$ cat src/design/shs_pkg.sv
// Shared types and constants for the shingle simhash fingerprint block.
// No dependencies.
package shs_pkg;

    localparam int unsigned MAX_SHINGLE_DEF = 16;
    localparam int unsigned VOTE_BITS_DEF   = 32;

    localparam logic [63:0] FNV_BASIS    = 64'hCBF29CE484222325;
    // FNV prime is 2^40 + FNV_PRIME_LO
    localparam logic [8:0]  FNV_PRIME_LO = 9'h1B3;
    localparam int unsigned FNV_SHIFT    = 40;

    localparam logic [4:0] SHINGLE_RESET = 5'd4;

    // one classified byte moving from front to back
    typedef struct packed {
        logic [7:0] ch;
        logic       keep;
        logic       last;
    } item_t;

    typedef enum logic [2:0] {
        S_IDLE,
        S_HASH,
        S_VOTE,
        S_FINAL,
        S_EMIT
    } back_state_t;

    // one FNV-1a step: (h ^ c) * prime, modulo 2^64
    function automatic logic [63:0] fnv_step(input logic [63:0] h, input logic [7:0] c);
        logic [63:0] x;
        logic [63:0] lo;
        x  = h ^ {56'd0, c};
        lo = x * {55'd0, FNV_PRIME_LO};
        return (x << FNV_SHIFT) + lo;
    endfunction

endpackage

$ cat src/design/shs_queue.sv
// Two-entry request queue between front and back.
// Depends on shs_pkg.
module shs_queue
(
    input  logic           clk,
    input  logic           rst_n,
    input  logic           push,
    input  shs_pkg::item_t push_item,
    input  logic           pop,
    output logic           full,
    output logic           not_empty,
    output shs_pkg::item_t head
);

    shs_pkg::item_t mem [2];
    logic       wr_ptr_reg;
    logic       rd_ptr_reg;
    logic [1:0] count_reg;

    assign full      = (count_reg == 2'd2);
    assign not_empty = (count_reg != 2'd0);
    assign head      = mem[rd_ptr_reg];

    always_ff @(posedge clk)
    begin
        if (push)
            mem[wr_ptr_reg] <= push_item;
    end

    always_ff @(posedge clk or negedge rst_n)
    begin
        if (!rst_n)
        begin
            wr_ptr_reg <= 1'b0;
            rd_ptr_reg <= 1'b0;
            count_reg  <= 2'd0;
        end
        else
        begin
            if (push)
                wr_ptr_reg <= !wr_ptr_reg;
            if (pop)
                rd_ptr_reg <= !rd_ptr_reg;
            count_reg <= count_reg + {1'b0, push} - {1'b0, pop};
        end
    end

endmodule

$ cat config.mk
export PLATFORM = sky130hd
export DESIGN_NAME = shs_queue
export DESIGN_NICKNAME = d
export VERILOG_FILES = /design/src/design/shs_pkg.sv /design/src/design/shs_queue.sv
export SDC_FILE = /design/constraint.sdc
export NUM_CORES = 1
export LEC_CHECK = 0
export BUFFER_PORTS_ARGS = -buffer_cell sky130_fd_sc_hd__buf_2
export CORE_MARGIN = 2
export CORE_UTILIZATION = 53
export CTS_CLUSTER_SIZE = 25
export DETAILED_ROUTE_END_ITERATION = 7
export HOLD_SLACK_MARGIN = 0.12
export PLACE_DENSITY = 0.8
export SYNTH_ARGS = -nofsm -noshare
export SYNTH_HDL_FRONTEND = slang
export SYNTH_SLANG_ARGS = --single-unit
$ cat constraint.sdc
create_clock -name clk -period 4.15 [get_ports clk]
set_input_delay 0.83 -clock clk [delete_from_list [all_inputs] [get_ports clk]]
set_output_delay 0.83 -clock clk [all_outputs]
set_load 0.1 [all_outputs]
==> flow_metrics.env, run 1 <==
export IMPL_status="completed"
export IMPL_port_buffers=25
export IMPL_yosysWarnings=0
export IMPL_syn_inst=46
export IMPL_ctsHoldBuffers=0
export IMPL_slew_viol_final=0
export IMPL_fin_skew_ps=7.30
export IMPL_cap_violations=0
export IMPL_insertion_delay_ps=310
export IMPL_syn_area_sq_um=957
export IMPL_design_core_area_sq_mm=0.00171
export IMPL_num_vias=467
export IMPL_area_growth_pct=20.7
export IMPL_drc_errors=0
export IMPL_synth_top_family_by_area="multiplexers"
export IMPL_crit_slowest_cell="dfrtp_1"
export IMPL_critPathBufInv=1
export IMPL_io_pins=26
export IMPL_worstSetupPathType="reg -> out"
export IMPL_synth_commonest_cells="edfxtp_1 (20), mux2_4 (9), dfrtp_1 (4)"
export IMPL_finalCritPeriodShare=0.619
export IMPL_numCtsBuffers=3
export IMPL_first_iter_violations=5
export IMPL_antenna_left=0
export IMPL_grt_overflow=0
export IMPL_wl_met2_um=650
export IMPL_rows=15
export IMPL_yosysMostFrequentCell="edfxtp_1"
export IMPL_holdCritPathClass="in -> async"
export IMPL_cts_buffer_depth=2
export IMPL_multi_input_comb_area_sq_um=238
export IMPL_endpoint_kind="output pin"
export IMPL_setup_violations_final=0
export IMPL_cp_start_kind="register"
export IMPL_slew_headroom=0.434
export IMPL_synth_edff_count=20
export IMPL_ys_types=12
export IMPL_avgSynthCellArea_sq_um=20.8
export IMPL_grt_pass1_vias=443
export IMPL_report_final_hold_viol_count=0
export IMPL_wl_per_cell_um=12.8
export IMPL_met1_length_um=551
export IMPL_fmax_mhz=389
export IMPL_rsz0062_at_grt="false"
export IMPL_muxShareOfSynthArea=0.153
export IMPL_async_flop_share=0.167
export IMPL_root_buffer="clkbuf_4"
export IMPL_grt_antenna_before_repair=0
export IMPL_firstDrtPassIters=3
export IMPL_dpl_hpwl_um=910
export IMPL_syn_num_nets=62
export IMPL_cts_resized=0
export IMPL_synth_xor_area_frac=0.0431
export IMPL_cp_required_ps=3320
export IMPL_clkTransAtPathRegs_ps=120
export IMPL_synth_top_area_frac=0.627
export IMPL_fp_dieH_um=46.5
export IMPL_fillers=117
export IMPL_ff_latch_area_sq_um=701
export IMPL_grt_pass1_wl_um=1910
export IMPL_cp_top_family="flip-flops"
export IMPL_synthSimpleGateAreaFrac=0.0261
export IMPL_antenna_cells=0
export IMPL_drt_total_wl_um=1270
export IMPL_worst_pin_slew_ps=847
export IMPL_synthAdderAreaFrac=0.0261
export IMPL_gp_routability_congestion=0.686
export IMPL_synth_area_leaders="edfxtp_1 (63%), mux2_4 (14%), dfrtp_1 (10%)"
export IMPL_holdWs_ps=302
export IMPL_crit_path_max_incr_delay_ps=750
export IMPL_crit_arrival_ps=1740
export IMPL_placed_area_sq_mm=0.00110
export IMPL_synth_compound_area_frac=0
export IMPL_yosys_area_top_type="edfxtp_1"
export IMPL_yosysSeqAreaShare=0.732
export IMPL_tns_ps=0
export IMPL_synth_main_ff_cell="edfxtp_1"
export IMPL_grt_max_degree=15
export IMPL_start_util=0.560
export IMPL_die_w_um=46.5
export IMPL_via_per_inst=4.72
export IMPL_crit_fanout=11
export IMPL_largest_reg_flops=20
export IMPL_ys_seq_elements=24
export IMPL_wl_met3_um=50
export IMPL_drive_above_1_share=0.541
export IMPL_die_area_sq_mm=0.00216
export IMPL_post_cts_buffers=0
export IMPL_cts_tree="built"
export IMPL_min_period_ps=2570
export IMPL_h_tree_depth=1
export IMPL_final_area_sq_mm=0.00115
export IMPL_fin_nets=91
export IMPL_grt_use_total=0.137
export IMPL_top_layer_used="met4"
export IMPL_path_cells="mux2_2 -> buf_2"
export IMPL_cts_sinks=24
==> cell type report <==
class	instances	share of cell area
flip-flops and latches	24	0.607
multi-input cells	19	0.206
repair buffers	25	0.108
well taps	25	0.0271
clock inverters	1	0.0260
clock buffers	3	0.0195
inverters	2	0.00650
==> cells in the final DEF (no fill, tap or decap), types with 2 or more instances in the layout <==
cell type / netlist / routed
clkbuf_4: 0 / 3
nor2b_1: 2 / 2
buf_2: 0 / 25
mux2_4: 9 / 9
xor2_1: 2 / 2
inv_1: 2 / 2
dfrtp_1: 4 / 4
edfxtp_1: 20 / 20
ha_1: 2 / 2
==> final timing paths <==
| path | start | end | slack (ps) | cells after the start |
|---|---|---|---|---|
| worst max register to register | wr_ptr_reg | mem[0][8] | 2700 | 1 |
| worst min register to register | wr_ptr_reg | wr_ptr_reg | 500 | 1 |
| worst max-delay path | rd_ptr_reg | head[9] | 1580 | 2 |
| worst min-delay path | rst_n | count_reg[0] | 300 | 1 |
| max in group asynchronous | rst_n | rd_ptr_reg | 3730 | 1 |
| min in group clk | wr_ptr_reg | wr_ptr_reg | 500 | 1 |
==> routing by layer <==
layer	up-vias	track usage
met1	224	0.161
met2	13	0.222
met4	0	0.103
li1	228	-
met3	2	0.0235
met5	-	0
==> per-stage QoR <==
stage          utilization  instances  setup WS [ps]
2_1_floorplan            -         46           1610
3_3_place_gp         0.645         95           1920
3_5_place_dp         0.645         95           1890
4_1_cts              0.676         99           1530
5_1_grt              0.676         99           1510
6_report             0.676         99           1580
==> logic make-up (layout without fill, tap and decap cells) <==
group,count (synthesis),count (layout)
AND/OR/NAND/NOR,4,4
XOR/XNOR,3,3
buffers and inverters,3,31
adder cells (fa/ha/maj),2,2
flip-flops,24,24
multiplexers,10,10
Power of run 1 is left out: the tool's default activity adds up to more than one toggle a clock period on the data nets, which glitch-free logic cannot reach.
==> run 2: changes to the inputs <==
CORE_UTILIZATION = 45   (was 53)
PLACE_DENSITY = 0.72   (was 0.8)
clock period = 2.25 ns   (was 4.15 ns; I/O delays follow)
==> run 2 against run 1 <==
  * First-iteration DRC count shrank 80%
  * Critical path type unchanged
  * Critical endpoint unchanged
  * Non-clock buffer count grew 2
  * Sequential cell count is the same
  * Sequential share of layout area grew 0.37 points
  * Core utilization shrank 9.6 points
==> flow_metrics.env, run 2 (synthesized netlist as in run 1, its figures left out) <==
export IMPL_grt_pass1_vias=474
export IMPL_crit_fanout=11
export IMPL_grt_max_degree=14
export IMPL_drt_total_wl_um=1240
export IMPL_die_area_sq_mm=0.00251
export IMPL_grt_pass1_wl_um=1970
export IMPL_grt_use_total=0.116
export IMPL_cts_tree="built"
export IMPL_tns_ps=0
export IMPL_post_cts_buffers=0
export IMPL_cts_sinks=24
export IMPL_dpl_hpwl_um=931
export IMPL_ff_latch_area_sq_um=702
export IMPL_gp_routability_congestion=0.653
export IMPL_wl_per_cell_um=12.1
export IMPL_firstDrtPassIters=3
export IMPL_min_period_ps=2010
export IMPL_start_util=0.483
export IMPL_status="completed"
export IMPL_root_buffer="clkbuf_4"
export IMPL_worst_pin_slew_ps=488
export IMPL_grt_overflow=0
export IMPL_slew_headroom=0.677
export IMPL_fin_nets=93
export IMPL_layout_commonest_cell="buf_2"
export IMPL_drive_above_1_share=0.539
export IMPL_final_cell_mix="buf_2 (25), edfxtp_1 (20), mux2_4 (9)"
export IMPL_setup_violations_final=0
export IMPL_drc_errors=0
export IMPL_finalCritPeriodShare=0.893
export IMPL_cts_buffer_depth=2
export IMPL_antenna_left=0
export IMPL_fp_dieH_um=50.1
export IMPL_slew_viol_final=0
export IMPL_fillers=156
export IMPL_rsz0062_at_grt="false"
export IMPL_antenna_cells=0
export IMPL_fin_skew_ps=5.72
export IMPL_io_pins=26
export IMPL_fmax_mhz=498
export IMPL_first_iter_violations=1
export IMPL_cp_required_ps=1800
export IMPL_crit_arrival_ps=1560
export IMPL_num_vias=468
export IMPL_largest_reg_flops=20
export IMPL_design_core_area_sq_mm=0.00198
export IMPL_die_w_um=50.1
export IMPL_cp_start_kind="register"
export IMPL_report_final_hold_viol_count=0
export IMPL_h_tree_depth=1
export IMPL_worstSetupPathType="reg -> out"
export IMPL_via_per_inst=4.54
export IMPL_numCtsBuffers=3
export IMPL_cap_violations=0
export IMPL_clkTransAtPathRegs_ps=120
export IMPL_port_buffers=25
export IMPL_rows=16
export IMPL_insertion_delay_ps=310
export IMPL_multi_input_comb_area_sq_um=238
export IMPL_endpoint_kind="output pin"
export IMPL_area_growth_pct=20.1
export IMPL_holdCritPathClass="in -> reg"
export IMPL_grt_antenna_before_repair=0
## run 2: cell type report
| class | count | share of cell area |
|---|---|---|
| clock inverter | 1 | 0.00326 |
| tap | 27 | 0.0294 |
| multi-input combinational | 19 | 0.207 |
| timing repair buffer | 27 | 0.124 |
| clock buffer | 3 | 0.0196 |
| inverter | 2 | 0.00653 |
| sequential | 24 | 0.610 |
## run 2: timing repair
| action | 4_1_cts | 5_1_grt |
|---|---|---|
| endpoints found under the hold margin | 4 | 0 |
| hold buffers | 1 | 0 |
| endpoints found under the setup margin | 0 | 10 |
| resized for setup | 0 | 1 |
## run 2: metrics by stage
step / instance area, sq um / worst slack, ps / util / instances / hold slack (ps)
detailed placement: 1110 / 384 / 0.561 / 98 / 261
global placement: 1110 / 391 / 0.561 / 98 / 261
CTS: 1150 / 27.2 / 0.580 / 103 / 305
finish: 1150 / 241 / 0.580 / 103 / 316
floorplan: 957 / 86.0 / - / 46 / 154
global route: 1150 / 170 / 0.580 / 103 / 296
## run 2: worst paths after layout
path | start | end | slack [ps] | depth (start not counted)
worst min-delay path | push_item[2] | mem[1][2] | 320 | 1
max in group asynchronous | rst_n | rd_ptr_reg | 1670 | 2
worst min register to register | wr_ptr_reg | wr_ptr_reg | 490 | 1
worst max register to register | count_reg[0] | count_reg[1] | 840 | 5
min in group asynchronous | rst_n | count_reg[0] | 460 | 2
worst max-delay path | rd_ptr_reg | head[9] | 240 | 2
## run 2: worst max-delay path, stage by stage, from the launching register on
cell and delay [ps]:
dfrtp_2 590, mux2_2 370, buf_2 290
## run 2: per-layer routing
metal  global-route usage  vias to the layer above  part of all wire
met5                    0                        -                 0
met4               0.0833                        0             0.030
met3               0.0273                        5             0.059
met2                0.189                       17              0.52
met1                0.132                      218              0.39
li1                     -                      228                 -
Power of run 2 is left out for the same reason.
==> run 3: changes to the inputs <==
CORE_UTILIZATION = 49   (was 45)
GPL_TIMING_DRIVEN = 0   (was unset)
PLACE_DENSITY = 0.74   (was 0.72)
TNS_END_PERCENT = 10   (was unset)
clock period = 2.1 ns   (was 2.25 ns; I/O delays follow)
==> run 3 against run 2 <==
  * Worst hold slack lost 32 ps
  * Global-route usage up 2.5 points
  * Clock skew fell by 0.93 ps
  * Final cell count decreased by 1.9%
  * Worst setup slack got worse by 61 ps
  * Largest cell class unchanged
  * Critical path type unchanged
==> flow_metrics.env, run 3 (synthesized netlist as in run 1, its figures left out) <==
export IMPL_port_buffers=25
export IMPL_ff_latch_area_sq_um=701
export IMPL_fillers=129
export IMPL_rows=15
export IMPL_crit_fanout=10
export IMPL_drive_above_1_share=0.553
export IMPL_fin_skew_ps=4.80
export IMPL_largest_reg_flops=20
export IMPL_via_per_inst=4.87
export IMPL_root_buffer="clkbuf_4"
export IMPL_io_pins=26
export IMPL_final_util=0.661
export IMPL_layout_commonest_cell="buf_2"
export IMPL_report_final_hold_viol_count=0
export IMPL_grt_pass1_wl_um=2020
export IMPL_drc_errors=0
export IMPL_start_util=0.537
export IMPL_finalCritPeriodShare=0.914
export IMPL_clkTransAtPathRegs_ps=120
export IMPL_final_cell_mix="buf_2 (25), edfxtp_1 (20), mux2_4 (9)"
export IMPL_num_vias=492
export IMPL_cap_violations=0
export IMPL_post_cts_buffers=0
export IMPL_grt_antenna_before_repair=0
export IMPL_drt_total_wl_um=1390
export IMPL_crit_slowest_cell="dfrtp_1"
export IMPL_holdCritPathClass="in -> reg"
export IMPL_rsz0062_at_grt="false"
export IMPL_design_core_area_sq_mm=0.00178
export IMPL_grt_overflow=0
export IMPL_die_area_sq_mm=0.00232
export IMPL_fp_dieH_um=48.2
export IMPL_path_cells="buf_6 -> mux2_4 -> buf_2"
export IMPL_grt_pass1_vias=467
export IMPL_min_period_ps=1920
export IMPL_endpoint_kind="output pin"
export IMPL_antenna_left=0
export IMPL_cts_resized=0
export IMPL_antenna_cells=0
export IMPL_crit_path_max_incr_delay_ps=410
export IMPL_slew_viol_final=0
export IMPL_worst_pin_slew_ps=940
export IMPL_crit_arrival_ps=1500
export IMPL_fin_ws_ps=180
export IMPL_die_w_um=48.2
export IMPL_fin_nets=93
export IMPL_gp_routability_congestion=0.607
export IMPL_cts_buffer_depth=2
export IMPL_worstSetupPathType="reg -> out"
export IMPL_grt_max_degree=15
export IMPL_wl_per_cell_um=13.8
export IMPL_h_tree_depth=1
export IMPL_cp_required_ps=1680
export IMPL_cp_top_family="buffers and inverters"
export IMPL_dpl_hpwl_um=1040
export IMPL_firstDrtPassIters=4
export IMPL_setup_violations_final=0
export IMPL_cp_start_kind="register"
export IMPL_cts_tree="built"
export IMPL_insertion_delay_ps=310
export IMPL_tns_ps=0
export IMPL_dp_slack_ps=403
export IMPL_area_growth_pct=23.1
export IMPL_multi_input_comb_area_sq_um=240
export IMPL_cts_sinks=24
export IMPL_first_iter_violations=3
export IMPL_ctsHoldBuffers=1
export IMPL_numCtsBuffers=3
export IMPL_status="completed"
export IMPL_critPathBufInv=2
export IMPL_slew_headroom=0.372
export IMPL_grt_use_total=0.141
export IMPL_fmax_mhz=521
==> run 3: cell type report <==
| type | instances | area share |
|---|---|---|
| sequential | 24 | 0.594 |
| clock buffer | 3 | 0.0191 |
| buffer | 1 | 0.00955 |
| tap | 25 | 0.0265 |
| clock inverter | 1 | 0.0255 |
| multi-input combinational | 19 | 0.204 |
| timing repair buffer | 26 | 0.115 |
| inverter | 2 | 0.00637 |
==> run 3: final timing paths <==
check	cells past startpoint	from	slack, ps	endpoint
worst max register to register	1	wr_ptr_reg	580	mem[0][3]
worst min-delay path	1	push_item[7]	280	mem[0][7]
worst min register to register	1	wr_ptr_reg	510	wr_ptr_reg
min in group asynchronous	2	rst_n	430	count_reg[0]
max in group asynchronous	2	rst_n	1550	rd_ptr_reg
worst max-delay path	3	rd_ptr_reg	180	head[5]
==> run 3: stage by stage <==
step / cell area, sq um / std cells / hold WS (ps)
2_1_floorplan: 960 / 46 / 124
3_3_place_gp: 1120 / 96 / 230
3_5_place_dp: 1120 / 96 / 232
4_1_cts: 1180 / 101 / 277
5_1_grt: 1180 / 101 / 272
6_report: 1180 / 101 / 284
==> run 3: routing by layer <==
layer  track usage  share of wire  vias to the layer above
met3        0.0333          0.060                        5
met4        0.0973          0.026                        0
met2         0.255           0.56                       22
met5             0              0                        -
met1         0.139           0.36                      233
li1              -              -                      232
Power of run 3 is left out for the same reason.
