$ cat src/design/shs_pkg.sv
// Shared types and constants for the shingle simhash fingerprint block.
// No dependencies.
package shs_pkg;

    localparam int unsigned MAX_SHINGLE_DEF = 16;
    localparam int unsigned VOTE_BITS_DEF   = 32;

    localparam logic [63:0] FNV_BASIS    = 64'hCBF29CE484222325;
    // FNV prime is 2^40 + FNV_PRIME_LO
    localparam logic [8:0]  FNV_PRIME_LO = 9'h1B3;
    localparam int unsigned FNV_SHIFT    = 40;

    localparam logic [4:0] SHINGLE_RESET = 5'd4;

    // one classified byte moving from front to back
    typedef struct packed {
        logic [7:0] ch;
        logic       keep;
        logic       last;
    } item_t;

    typedef enum logic [2:0] {
        S_IDLE,
        S_HASH,
        S_VOTE,
        S_FINAL,
        S_EMIT
    } back_state_t;

    // one FNV-1a step: (h ^ c) * prime, modulo 2^64
    function automatic logic [63:0] fnv_step(input logic [63:0] h, input logic [7:0] c);
        logic [63:0] x;
        logic [63:0] lo;
        x  = h ^ {56'd0, c};
        lo = x * {55'd0, FNV_PRIME_LO};
        return (x << FNV_SHIFT) + lo;
    endfunction

endpackage

$ cat src/design/shs_front.sv
// Front end: accepts text bytes, cleans and lowercases them, tracks end of content.
// Depends on shs_pkg.
module shs_front
(
    input  logic              clk,
    input  logic              rst_n,
    input  logic              in_valid,
    input  logic [7:0]        text_byte,
    input  logic              end_of_text,
    input  logic              q_full,
    output logic              in_stall,
    output logic              q_push,
    output shs_pkg::item_t    q_item
);

    logic ended_reg;
    logic ended_next;
    logic is_upper;
    logic is_lower;
    logic is_digit;
    logic is_space;

    // classify
    always_comb
    begin
        is_upper = (text_byte >= 8'h41) && (text_byte <= 8'h5A);
        is_lower = (text_byte >= 8'h61) && (text_byte <= 8'h7A);
        is_digit = (text_byte >= 8'h30) && (text_byte <= 8'h39);
        is_space = (text_byte == 8'h20) || ((text_byte >= 8'h09) && (text_byte <= 8'h0D));
        in_stall = q_full;
        q_push   = in_valid && !q_full;
        q_item.ch   = is_upper ? (text_byte + 8'd32) : text_byte;
        q_item.keep = !ended_reg && (text_byte != 8'd0) &&
                      (is_upper || is_lower || is_digit || is_space);
        q_item.last = end_of_text;
    end

    // content ends at a zero byte until the text closes
    always_comb
    begin
        ended_next = ended_reg;
        if (q_push)
        begin
            if (end_of_text)
                ended_next = 1'b0;
            else if (text_byte == 8'd0)
                ended_next = 1'b1;
        end
    end

    always_ff @(posedge clk or negedge rst_n)
    begin
        if (!rst_n)
            ended_reg <= 1'b0;
        else
            ended_reg <= ended_next;
    end

endmodule

$ cat config.mk
export PLATFORM = sky130hd
export DESIGN_NAME = shs_front
export DESIGN_NICKNAME = d
export VERILOG_FILES = /design/src/design/shs_pkg.sv /design/src/design/shs_front.sv
export SDC_FILE = /design/constraint.sdc
export NUM_CORES = 1
export LEC_CHECK = 0
export BUFFER_PORTS_ARGS = -buffer_cell sky130_fd_sc_hd__buf_2
export CORE_AREA = 2 2 39 41
export DETAILED_ROUTE_END_ITERATION = 7
export DIE_AREA = 0 0 41 43
export SLEW_MARGIN = 10
export SYNTH_ARGS = -nofsm -noshare
export SYNTH_HDL_FRONTEND = slang
export SYNTH_SLANG_ARGS = --single-unit
export TNS_END_PERCENT = 10
$ cat constraint.sdc
create_clock -name clk -period 1 [get_ports clk]
set_clock_uncertainty 0.05 [all_clocks]
set_input_delay 0.05 -clock clk [delete_from_list [all_inputs] [get_ports clk]]
set_output_delay 0.05 -clock clk [all_outputs]
set_load 0.02 [all_outputs]
==> impl_results.md, run 1 <==
- Max Clock Freq: 690.0 MHz
- Vias in the first global route: 335
- Tot Pwr: 245.5 uW
- CP required: 0.90 ns
- Crit. End Element: output pin
- Yosys top cell by area: buf_4
- Endpoint, Worst Hold: ended_reg$_DFFE_PN0P_
- Worst Path Arrival: 1.35 ns
- Syn nets: 55
- Worst path max stage delay: 0.55 ns
- DR iter-0 viols: 1
- Worst path cell trace: buf_2 > or4_4 > o22ai_2 > nor4_2 > or2_1 > buf_2
- Post-synth top area share: 0.1803
- Commonest non-fill, non-tap cell in the layout: buf_2
- Post-synth cell types: 22
- Peak supply drop: 0.2287 mV
- Number of post-CTS setup repair buffers: 0
- Max Cap Viol: 0
- PnR worst setup slack: -0.4494 ns
- #FFs+latches synth: 1
- Antenna violations before repair: 0
- Fin. Hold Viols: 0
- Detail-routed via count per cell: 4.667
- Area of the mapped netlist: 291.5 um^2
- Cell family with most CP delay: simple AND/OR/NAND/NOR gates
- Top-Level Pins: 25
- Starting density of the core: 0.2107
- Share of layout cells above drive strength 1: 0.6176
- Post-synth EDFFs: 0
- Worst-path fanout max: 5
- Most used DFF post-synth: dfrtp_1
- Die width: 41 um
- Failing checks: negative setup slack
- WL per Instance: 9.286 um
- Layout Utilization: 0.3644
- DR pass1 iterations: 4
- Hpwl dp: 656.6 um
- Final #Nets: 85
- R2R Path Start: ended_reg$_DFFE_PN0P_
- Design area: 504.2 um^2
- Skew-Pair Late Insertion Delay: 0 ns
- Drt total wl: 780 um
- Worst hold path cell count: 3
- Die ar.: 0.001763 mm^2
- Fill cells: 152
- Startpoint types: primary input
- Reg2Reg Depth: 3
- Worst Path Buf+Inv: 2
- Hold Worst Slack: 0.2728 ns
- CP Class: in -> out
- Dpl cell area: 462.9 um^2
- Final number of setup-violating endpoints: 5
- Placer Congestion: 0.7256
- Asr flop ratio synth: 1.000
- Worst Tran Pin Value: 0.3296 ns
- GRT Residual Overflow: 0
- Worst hold start: end_of_text
- Commonest non-fill, non-tap cells in the layout: 22 x buf_2, 12 x buf_4, 4 x nor2_1, 3 x inv_1
- Top post-synthesis cells by area: buf_4 18%, dfrtp_1 8.6%, ha_1 8.6%, a21oi_1 6.9%, nor4b_1 6.0%
- Slowest-stage cell, CP: or4_4
- Largest net degree at the start of global routing: 8
- Worst relative slew slack: 0.7785
- Post-route minimum period: 1.449 ns
- Leakage: 0.0002550 uW
- Outcome: finished with violations
- Syn avg cell area: 7.288 um^2
- Hold crit path type: in -> reg
- Register area share after synthesis: 0.08584
- Pwr dens: 486.9 mW/mm^2
- First-pass GRT wire length: 1.248 mm
- R2r setup slk: 0.20 ns
- Max FFs per register: 1
- Fin crit share: 1.449
- N_diodes: 0
- Reg2reg end: ended_reg$_DFFE_PN0P_
- Via count: 392
- Ys Warns: 0
- Die height: 43 um
- Syn Inst Count: 40
- Drc violations: 0
- Max Slew Vio Count: 0
- Core box area: 0.001384 mm^2
- Crit-path most repeated cell: buf_2
- RSZ-0062 raised after global routing: true
- # rows: 14
- Total GRT Usage: 0.09319
- Port Buffers: 24
- Post-DRT Antenna Nets: 0
- Area growth, synth to finish: 72.96%
- Reg clk slew, reported paths: 0 ns
## per-layer routing
layer,vias up,track usage,routed length (um)
li1,202,-,-
met1,173,0.1214,321
met2,17,0.1719,392
met3,0,0,66
met4,0,0,0
met5,-,0,0
## synthesized netlist by cell type (all sizes together) (2+ instances only)
master,instances
inv,3
ha,2
o21a,2
nor4b,2
buf,7
a21o,2
a21oi,4
nor2,4
or4,2
## worst min-delay path, delay by kind of cell
kind | cells | cell delay, ns
AOI/OAI and AO/OA | 2 | 0.14
buffers and inverters | 1 | 0.08
## worst max path at each step
stage / from / end / depth (start not counted)
after global placement: text_byte[1] / q_item[1] / 6
after detailed placement: text_byte[1] / q_item[7] / 6
final: text_byte[1] / q_item[7] / 6
after global routing: text_byte[1] / q_item[7] / 6
after floorplan: text_byte[1] / q_item[1] / 4
after CTS: text_byte[1] / q_item[7] / 6
## repair_timing
item                                    in CTS  in global routing
endpoints found under the setup margin       5                  5
hold buffers                                 1                  0
gates resized for setup                      6                  1
endpoints found under the hold margin        1                  0
## through the flow
stage               worst slack [ns]  TNS, ns  std cells
finish                       -0.4494   -1.989         84
global route                 -0.5037   -2.284         84
floorplan                    -0.2910   -1.153         40
detailed placement           -0.4931   -2.182         83
global placement             -0.4974   -2.236         83
CTS                          -0.4440   -1.976         84
## cell type report
class / instances / area, um^2 / area share
Tap cell: 16 / 20.02 / 0.03970
Multi-Input combinational cell: 29 / 237.7 / 0.4715
Sequential cell: 1 / 25.02 / 0.04963
Inverter: 3 / 11.26 / 0.02233
Timing Repair Buffer: 35 / 210.2 / 0.4169
## where the power goes
part / internal, uW / switching (uW)
Combinational: 96.0 / 108
Clock: 0 / 0
Sequential: 41.3 / 0.0476
## cell families (layout without fill, tap and decap cells)
family,after synthesis,count (layout),synth area share
AO/OA/AOI/OAI,12,12,0.2833
adder cells (fa/ha/maj),2,2,0.08582
buffers and inverters,10,38,0.2189
flip-flops,1,1,0.08582
AND/OR/NAND/NOR,15,15,0.3262
Note: power is estimated with default switching activity, not from simulation.
==> inputs of run 2 (changes only) <==
SETUP_SLACK_MARGIN = 0.4   (was default)
==> run 2 against run 1 <==
The run still ends with negative setup slack left. Sequential share of layout area hardly changed. Cell area is 0.99% higher. Worst hold slack hardly changed. Worst setup slack stayed put. Combinational power hardly changed. Sequential power hardly changed. Sequential cell count stayed put. Routed wire length is 0.64% higher. Total power is 0.98% higher. First-iteration DRC count stayed put. Die area stayed put. Global-route usage is 0.10 points higher.
==> impl_results.md, run 2 (synthesized netlist as in run 1, its figures left out) <==
- Post-route minimum period: 1.449 ns (unchanged)
- Fin crit share: 1.449 (unchanged)
- # rows: 14 (unchanged)
- Peak supply drop: 0.2289 mV (was 0.2287 mV)
- Routing usage on met1: 0.1246 (was 0.1214)
- Drt total wl: 785 um (was 780 um)
- Skew-Pair Late Insertion Delay: 0 ns (about the same)
- Worst hold start: end_of_text (unchanged)
- Commonest non-fill, non-tap cell in the layout: buf_2 (unchanged)
- PnR worst setup slack: -0.4494 ns (unchanged)
- Design area: 509.2 um^2 (was 504.2 um^2)
- Switching power: 108.9 uW (was 108.3 uW)
- DR iter-0 viols: 1 (unchanged)
- Fin Setup TNS: -1.989 ns (about the same)
- GRT Residual Overflow: 0 (unchanged)
- Top-Level Pins: 25 (unchanged)
- GR peak layer: met2 (unchanged)
- Cell family with most CP delay: simple AND/OR/NAND/NOR gates (unchanged)
- Post-DRT Antenna Nets: 0 (unchanged)
- Starting density of the core: 0.2107 (unchanged)
- Max Clock Freq: 690.0 MHz (unchanged)
- R2R Path Start: ended_reg$_DFFE_PN0P_ (unchanged)
- Die ar.: 0.001763 mm^2 (unchanged)
- Dpl cell area: 462.9 um^2 (unchanged)
- Worst Path Buf+Inv: 2 (unchanged)
- First-pass GRT wire length: 1.262 mm (was 1.248 mm)
- Met2 Use GR: 0.1719 (unchanged)
- Slowest-stage cell, CP: or4_4 (unchanged)
- Final number of setup-violating endpoints: 5 (unchanged)
- Crit-path most repeated cell: buf_2 (unchanged)
- Tot Pwr: 247.9 uW (was 245.5 uW)
- Reg clk slew, reported paths: 0 ns (about the same)
- Pint: 139.0 uW (was 137.2 uW)
- Clock power share: 0 (about the same)
- Worst relative slew slack: 0.7785 (unchanged)
- DR pass1 iterations: 3 (was 4)
- Core box area: 0.001384 mm^2 (unchanged)
- Startpoint types: primary input (unchanged)
- Failing checks: negative setup slack (unchanged)
- Worst path cell trace: buf_2 > or4_4 > o22ai_2 > nor4_2 > or2_1 > buf_2 (unchanged)
- Area growth, synth to finish: 74.68% (was 72.96%)
- Worst Tran Pin Value: 0.3296 ns (unchanged)
- Max FFs per register: 1 (unchanged)
- Share of layout cells above drive strength 1: 0.6324 (was 0.6176)
- Max Slew Vio Count: 0 (unchanged)
- RSZ-0062 raised after global routing: true (unchanged)
- WL per Instance: 9.345 um (was 9.286 um)
- Flop pwr share: 0.167 (was 0.168)
- Critical Path Start: text_byte[1] (unchanged)
- Combinational Power Share: 0.833 (was 0.832)
- Pwr dens: 486.8 mW/mm^2 (was 486.9 mW/mm^2)
- Die height: 43 um (unchanged)
- Sw Ratio: 0.4392 (was 0.4410)
- Hpwl dp: 656.6 um (unchanged)
- CP Class: in -> out (unchanged)
- Drc violations: 0 (unchanged)
- Layout Utilization: 0.3680 (was 0.3644)
- Total GRT Usage: 0.09419 (was 0.09319)
- Die width: 41 um (unchanged)
- Hold crit path type: in -> reg (unchanged)
- Number of post-CTS setup repair buffers: 0 (unchanged)
- Port Buffers: 24 (unchanged)
- Worst-path fanout max: 5 (unchanged)
- Placer Congestion: 0.7256 (unchanged)
- Vias in the first global route: 338 (was 335)
- Post-place setup slack: -0.4931 ns (unchanged)
- Commonest non-fill, non-tap cells in the layout: 21 x buf_2, 13 x buf_4, 4 x nor2_1, 3 x inv_1 (was 22 x buf_2, 12 x buf_4, 4 x nor2_1, 3 x inv_1)
- Worst Path Arrival: 1.35 ns (about the same)
- Leakage: 0.0002564 uW (was 0.0002550 uW)
- Outcome: finished with violations (unchanged)
- N_diodes: 0 (unchanged)
- CP required: 0.90 ns (about the same)
- Via count: 394 (was 392)
- Antenna violations before repair: 0 (unchanged)
- Fill cells: 153 (was 152)
- Crit. End Element: output pin (unchanged)
- Worst path max stage delay: 0.55 ns (about the same)
- Fin. Hold Viols: 0 (unchanged)
- Grt met3 use: 0 (unchanged)
- Detail-routed via count per cell: 4.690 (was 4.667)
- Max Cap Viol: 0 (unchanged)
- Largest net degree at the start of global routing: 8 (unchanged)
- Final #Nets: 85 (unchanged)
## run 2: changes by cell type in the layout (fill, tap and decap cells not counted)
cell	change
buf_2	-1
nor2b_2	+1
nor2b_1	-1
buf_4	+1
## run 2: power by group through the flow
stage          Combinational, uW  Clock (uW)  Sequential, uW
6_report                     207           0            41.3
5_1_grt                      225           0            41.3
4_1_cts                      206           0            41.3
3_5_place_dp                 189           0            41.3
3_3_place_gp                 189           0            41.3
2_1_floorplan                109           0            41.3
## run 2: area by class of cell
| type | instances | area (um^2) | area share |
|---|---|---|---|
| timing repair buffer | 35 | 212.7 | 0.4177 |
| tap | 16 | 20.02 | 0.03931 |
| sequential | 1 | 25.02 | 0.04914 |
| multi-input combinational | 29 | 240.2 | 0.4717 |
| inverter | 3 | 11.26 | 0.02211 |
## run 2: path summary, 6_finish.rpt
kind / endpoint / cells after the start / slack, ns
setup / recovery: q_item[7] / 6 / -0.45
max in group asynchronous: ended_reg$_DFFE_PN0P_ / 2 / 0.51
hold / removal: ended_reg$_DFFE_PN0P_ / 3 / 0.27
min in group asynchronous: ended_reg$_DFFE_PN0P_ / 2 / 0.31
setup reg to reg: ended_reg$_DFFE_PN0P_ / 3 / 0.21
hold reg to reg: ended_reg$_DFFE_PN0P_ / 1 / 0.48
## run 2: worst min-delay path: stages
cell and delay, ns:
buf_2 0.08, a21oi_1 0.05, o21a_1 0.09
## run 2: through the flow
stage	hold WS [ns]	std cells
finish	0.2727	84
global route	0.2932	84
CTS	0.2767	84
detailed placement	-0.2234	83
global placement	-0.2246	83
floorplan	-0.2956	40
## run 2: what timing repair did
item,4_1_cts,5_1_grt
hold buffers,1,0
resized for setup,8,1
endpoints found under the setup margin,6,5
gates cloned,0,0
hold endpoints to repair,1,0
## run 2: layer usage
layer  up-vias  routed length (um)
met5         -                   0
met4         0                   0
met3         0                  70
met2        17                 397
met1       175                 318
li1        202                   -
==> inputs of run 3 (changes only) <==
PLACE_DENSITY = 0.5   (was default)
==> run 3 against run 2 <==
The run still ends with negative setup slack left. Total power rose by 15%. Global-route usage grew 2.1 points. Sequential cell count unchanged. Routed wire length is 27% higher. Critical endpoint unchanged.
==> impl_results.md, run 3 (synthesized netlist as in run 1, its figures left out) <==
- Drc violations: 0 (unchanged)
- Sequential cell area: 25.02 um^2 (unchanged)
- Cell family with most CP delay: simple AND/OR/NAND/NOR gates (unchanged)
- Hpwl dp: 688.7 um (was 656.6 um)
- Dpl cell area: 462.9 um^2 (unchanged)
- Final #Nets: 85 (unchanged)
- Starting density of the core: 0.2107 (unchanged)
- Startpoint types: primary input (unchanged)
- Placer Congestion: 0.6704 (was 0.7256)
- Max Cap Viol: 0 (unchanged)
- Slowest-stage cell, CP: or4_4 (unchanged)
- Max FFs per register: 1 (unchanged)
- Antenna violations before repair: 0 (unchanged)
- Multi-input combinational cell area: 284.0 um^2 (was 240.2 um^2)
- CP Class: in -> out (unchanged)
- Worst Tran Pin Value: 0.4251 ns (was 0.3296 ns)
- WL per Instance: 11.89 um (was 9.345 um)
- Design area: 574.3 um^2 (was 509.2 um^2)
- Pwr dens: 495.0 mW/mm^2 (was 486.8 mW/mm^2)
- DR iter-0 viols: 0 (was 1)
- Failing checks: negative setup slack (unchanged)
- Max Slew Vio Count: 0 (unchanged)
- Die height: 43 um (unchanged)
- Number of post-CTS setup repair buffers: 0 (unchanged)
- Worst path max stage delay: 0.56 ns (was 0.55 ns)
- Worst Path Buf+Inv: 2 (unchanged)
- RSZ-0062 raised after global routing: true (unchanged)
- Skew-Pair Late Insertion Delay: 0 ns (about the same)
- Peak supply drop: 0.2447 mV (was 0.2289 mV)
- Port Buffers: 24 (unchanged)
- Critical Path Start: text_byte[1] (unchanged)
- Crit. End Element: output pin (unchanged)
- Post-DRT Antenna Nets: 0 (unchanged)
- Fin crit share: 1.446 (was 1.449)
- Outcome: finished with violations (unchanged)
- Hold crit path type: in -> reg (unchanged)
- DR pass1 iterations: 1 (was 3)
- Max Clock Freq: 691.6 MHz (was 690.0 MHz)
- Detail-routed via count per cell: 4.798 (was 4.690)
- Worst path cell trace: buf_8 > or4_4 > o22ai_4 > nor4_4 > or2_1 > buf_2 (was buf_2 > or4_4 > o22ai_2 > nor4_2 > or2_1 > buf_2)
- Tot Pwr: 284.3 uW (was 247.9 uW)
- Reg clk slew, reported paths: 0 ns (about the same)
- Worst-path fanout max: 6 (was 5)
- Fill cells: 145 (was 153)
- R2R Path Start: ended_reg$_DFFE_PN0P_ (unchanged)
- Vias in the first global route: 365 (was 338)
- Worst Path Arrival: 1.35 ns (about the same)
- Worst relative slew slack: 0.7129 (was 0.7785)
- PnR worst setup slack: -0.4459 ns (was -0.4494 ns)
- Hold Worst Slack: 0.2885 ns (was 0.2727 ns)
- Core box area: 0.001384 mm^2 (unchanged)
- Top-Level Pins: 25 (unchanged)
- N_diodes: 0 (unchanged)
- Drt total wl: 999 um (was 785 um)
- Worst hold start: end_of_text (unchanged)
- Leakage: 0.0002681 uW (was 0.0002564 uW)
- Commonest non-fill, non-tap cells in the layout: 17 x buf_2, 14 x buf_4, 3 x inv_1, 3 x nor2_1 (was 21 x buf_2, 13 x buf_4, 4 x nor2_1, 3 x inv_1)
- Post-route minimum period: 1.446 ns (was 1.449 ns)
- GRT Residual Overflow: 0 (unchanged)
- Final number of setup-violating endpoints: 5 (unchanged)
- First-pass GRT wire length: 1.497 mm (was 1.262 mm)
- Area growth, synth to finish: 97.00% (was 74.68%)
- Total GRT Usage: 0.1151 (was 0.09419)
- Die width: 41 um (unchanged)
- Share of layout cells above drive strength 1: 0.7059 (was 0.6324)
- Largest net degree at the start of global routing: 8 (unchanged)
- Die ar.: 0.001763 mm^2 (unchanged)
- CP required: 0.90 ns (about the same)
- Fin. Hold Viols: 0 (unchanged)
- Via count: 403 (was 394)
- # rows: 14 (unchanged)
- Commonest non-fill, non-tap cell in the layout: buf_2 (unchanged)
-- run 3: final timing paths --
path	depth (start not counted)	slack, ns	endpoint
max	6	-0.45	q_item[7]
min	3	0.29	ended_reg$_DFFE_PN0P_
max reg2reg	3	0.20	ended_reg$_DFFE_PN0P_
min reg2reg	1	0.48	ended_reg$_DFFE_PN0P_
max in group asynchronous	2	0.50	ended_reg$_DFFE_PN0P_
min in group asynchronous	2	0.31	ended_reg$_DFFE_PN0P_
-- run 3: layer usage --
metal  global-route usage  part of all wire
met5                    0                 0
met4              0.03333             0.023
met3              0.01047             0.049
met2               0.2031              0.53
met1               0.1369              0.40
-- run 3: where the power goes --
part / switching, uW / internal [uW]
clock: 0 / 0
sequential: 0.0436 / 41.3
combinational: 127 / 116
total: 127 / 157
-- run 3: worst reg2reg max path, delay by kind of cell, from the launching register on --
kind | cells | cell delay [ns]
compound gates | 2 | 0.14
flops | 1 | 0.38
simple gates | 1 | 0.10
-- run 3: per-stage QoR --
stage	util	worst slack, ns	setup TNS [ns]	instances
2_1_floorplan	-	-0.2910	-1.153	40
3_3_place_gp	0.3345	-0.4826	-2.240	83
3_5_place_dp	0.3345	-0.4972	-2.236	83
4_1_cts	0.3843	-0.4508	-1.894	84
5_1_grt	0.4150	-0.5012	-2.261	84
6_report	0.4150	-0.4459	-1.966	84
-- run 3: cell type report --
| cell class | count | area share |
|---|---|---|
| inverters | 3 | 0.01961 |
| multi-input cells | 29 | 0.4946 |
| flip-flops and latches | 1 | 0.04357 |
| well taps | 16 | 0.03486 |
| repair buffers | 35 | 0.4074 |
-- run 3: what timing repair did --
item	CTS	global route
setup endpoints to repair	6	5
pin swaps	4	3
hold buffers	1	0
hold endpoints to repair	1	0
resized for setup	14	10
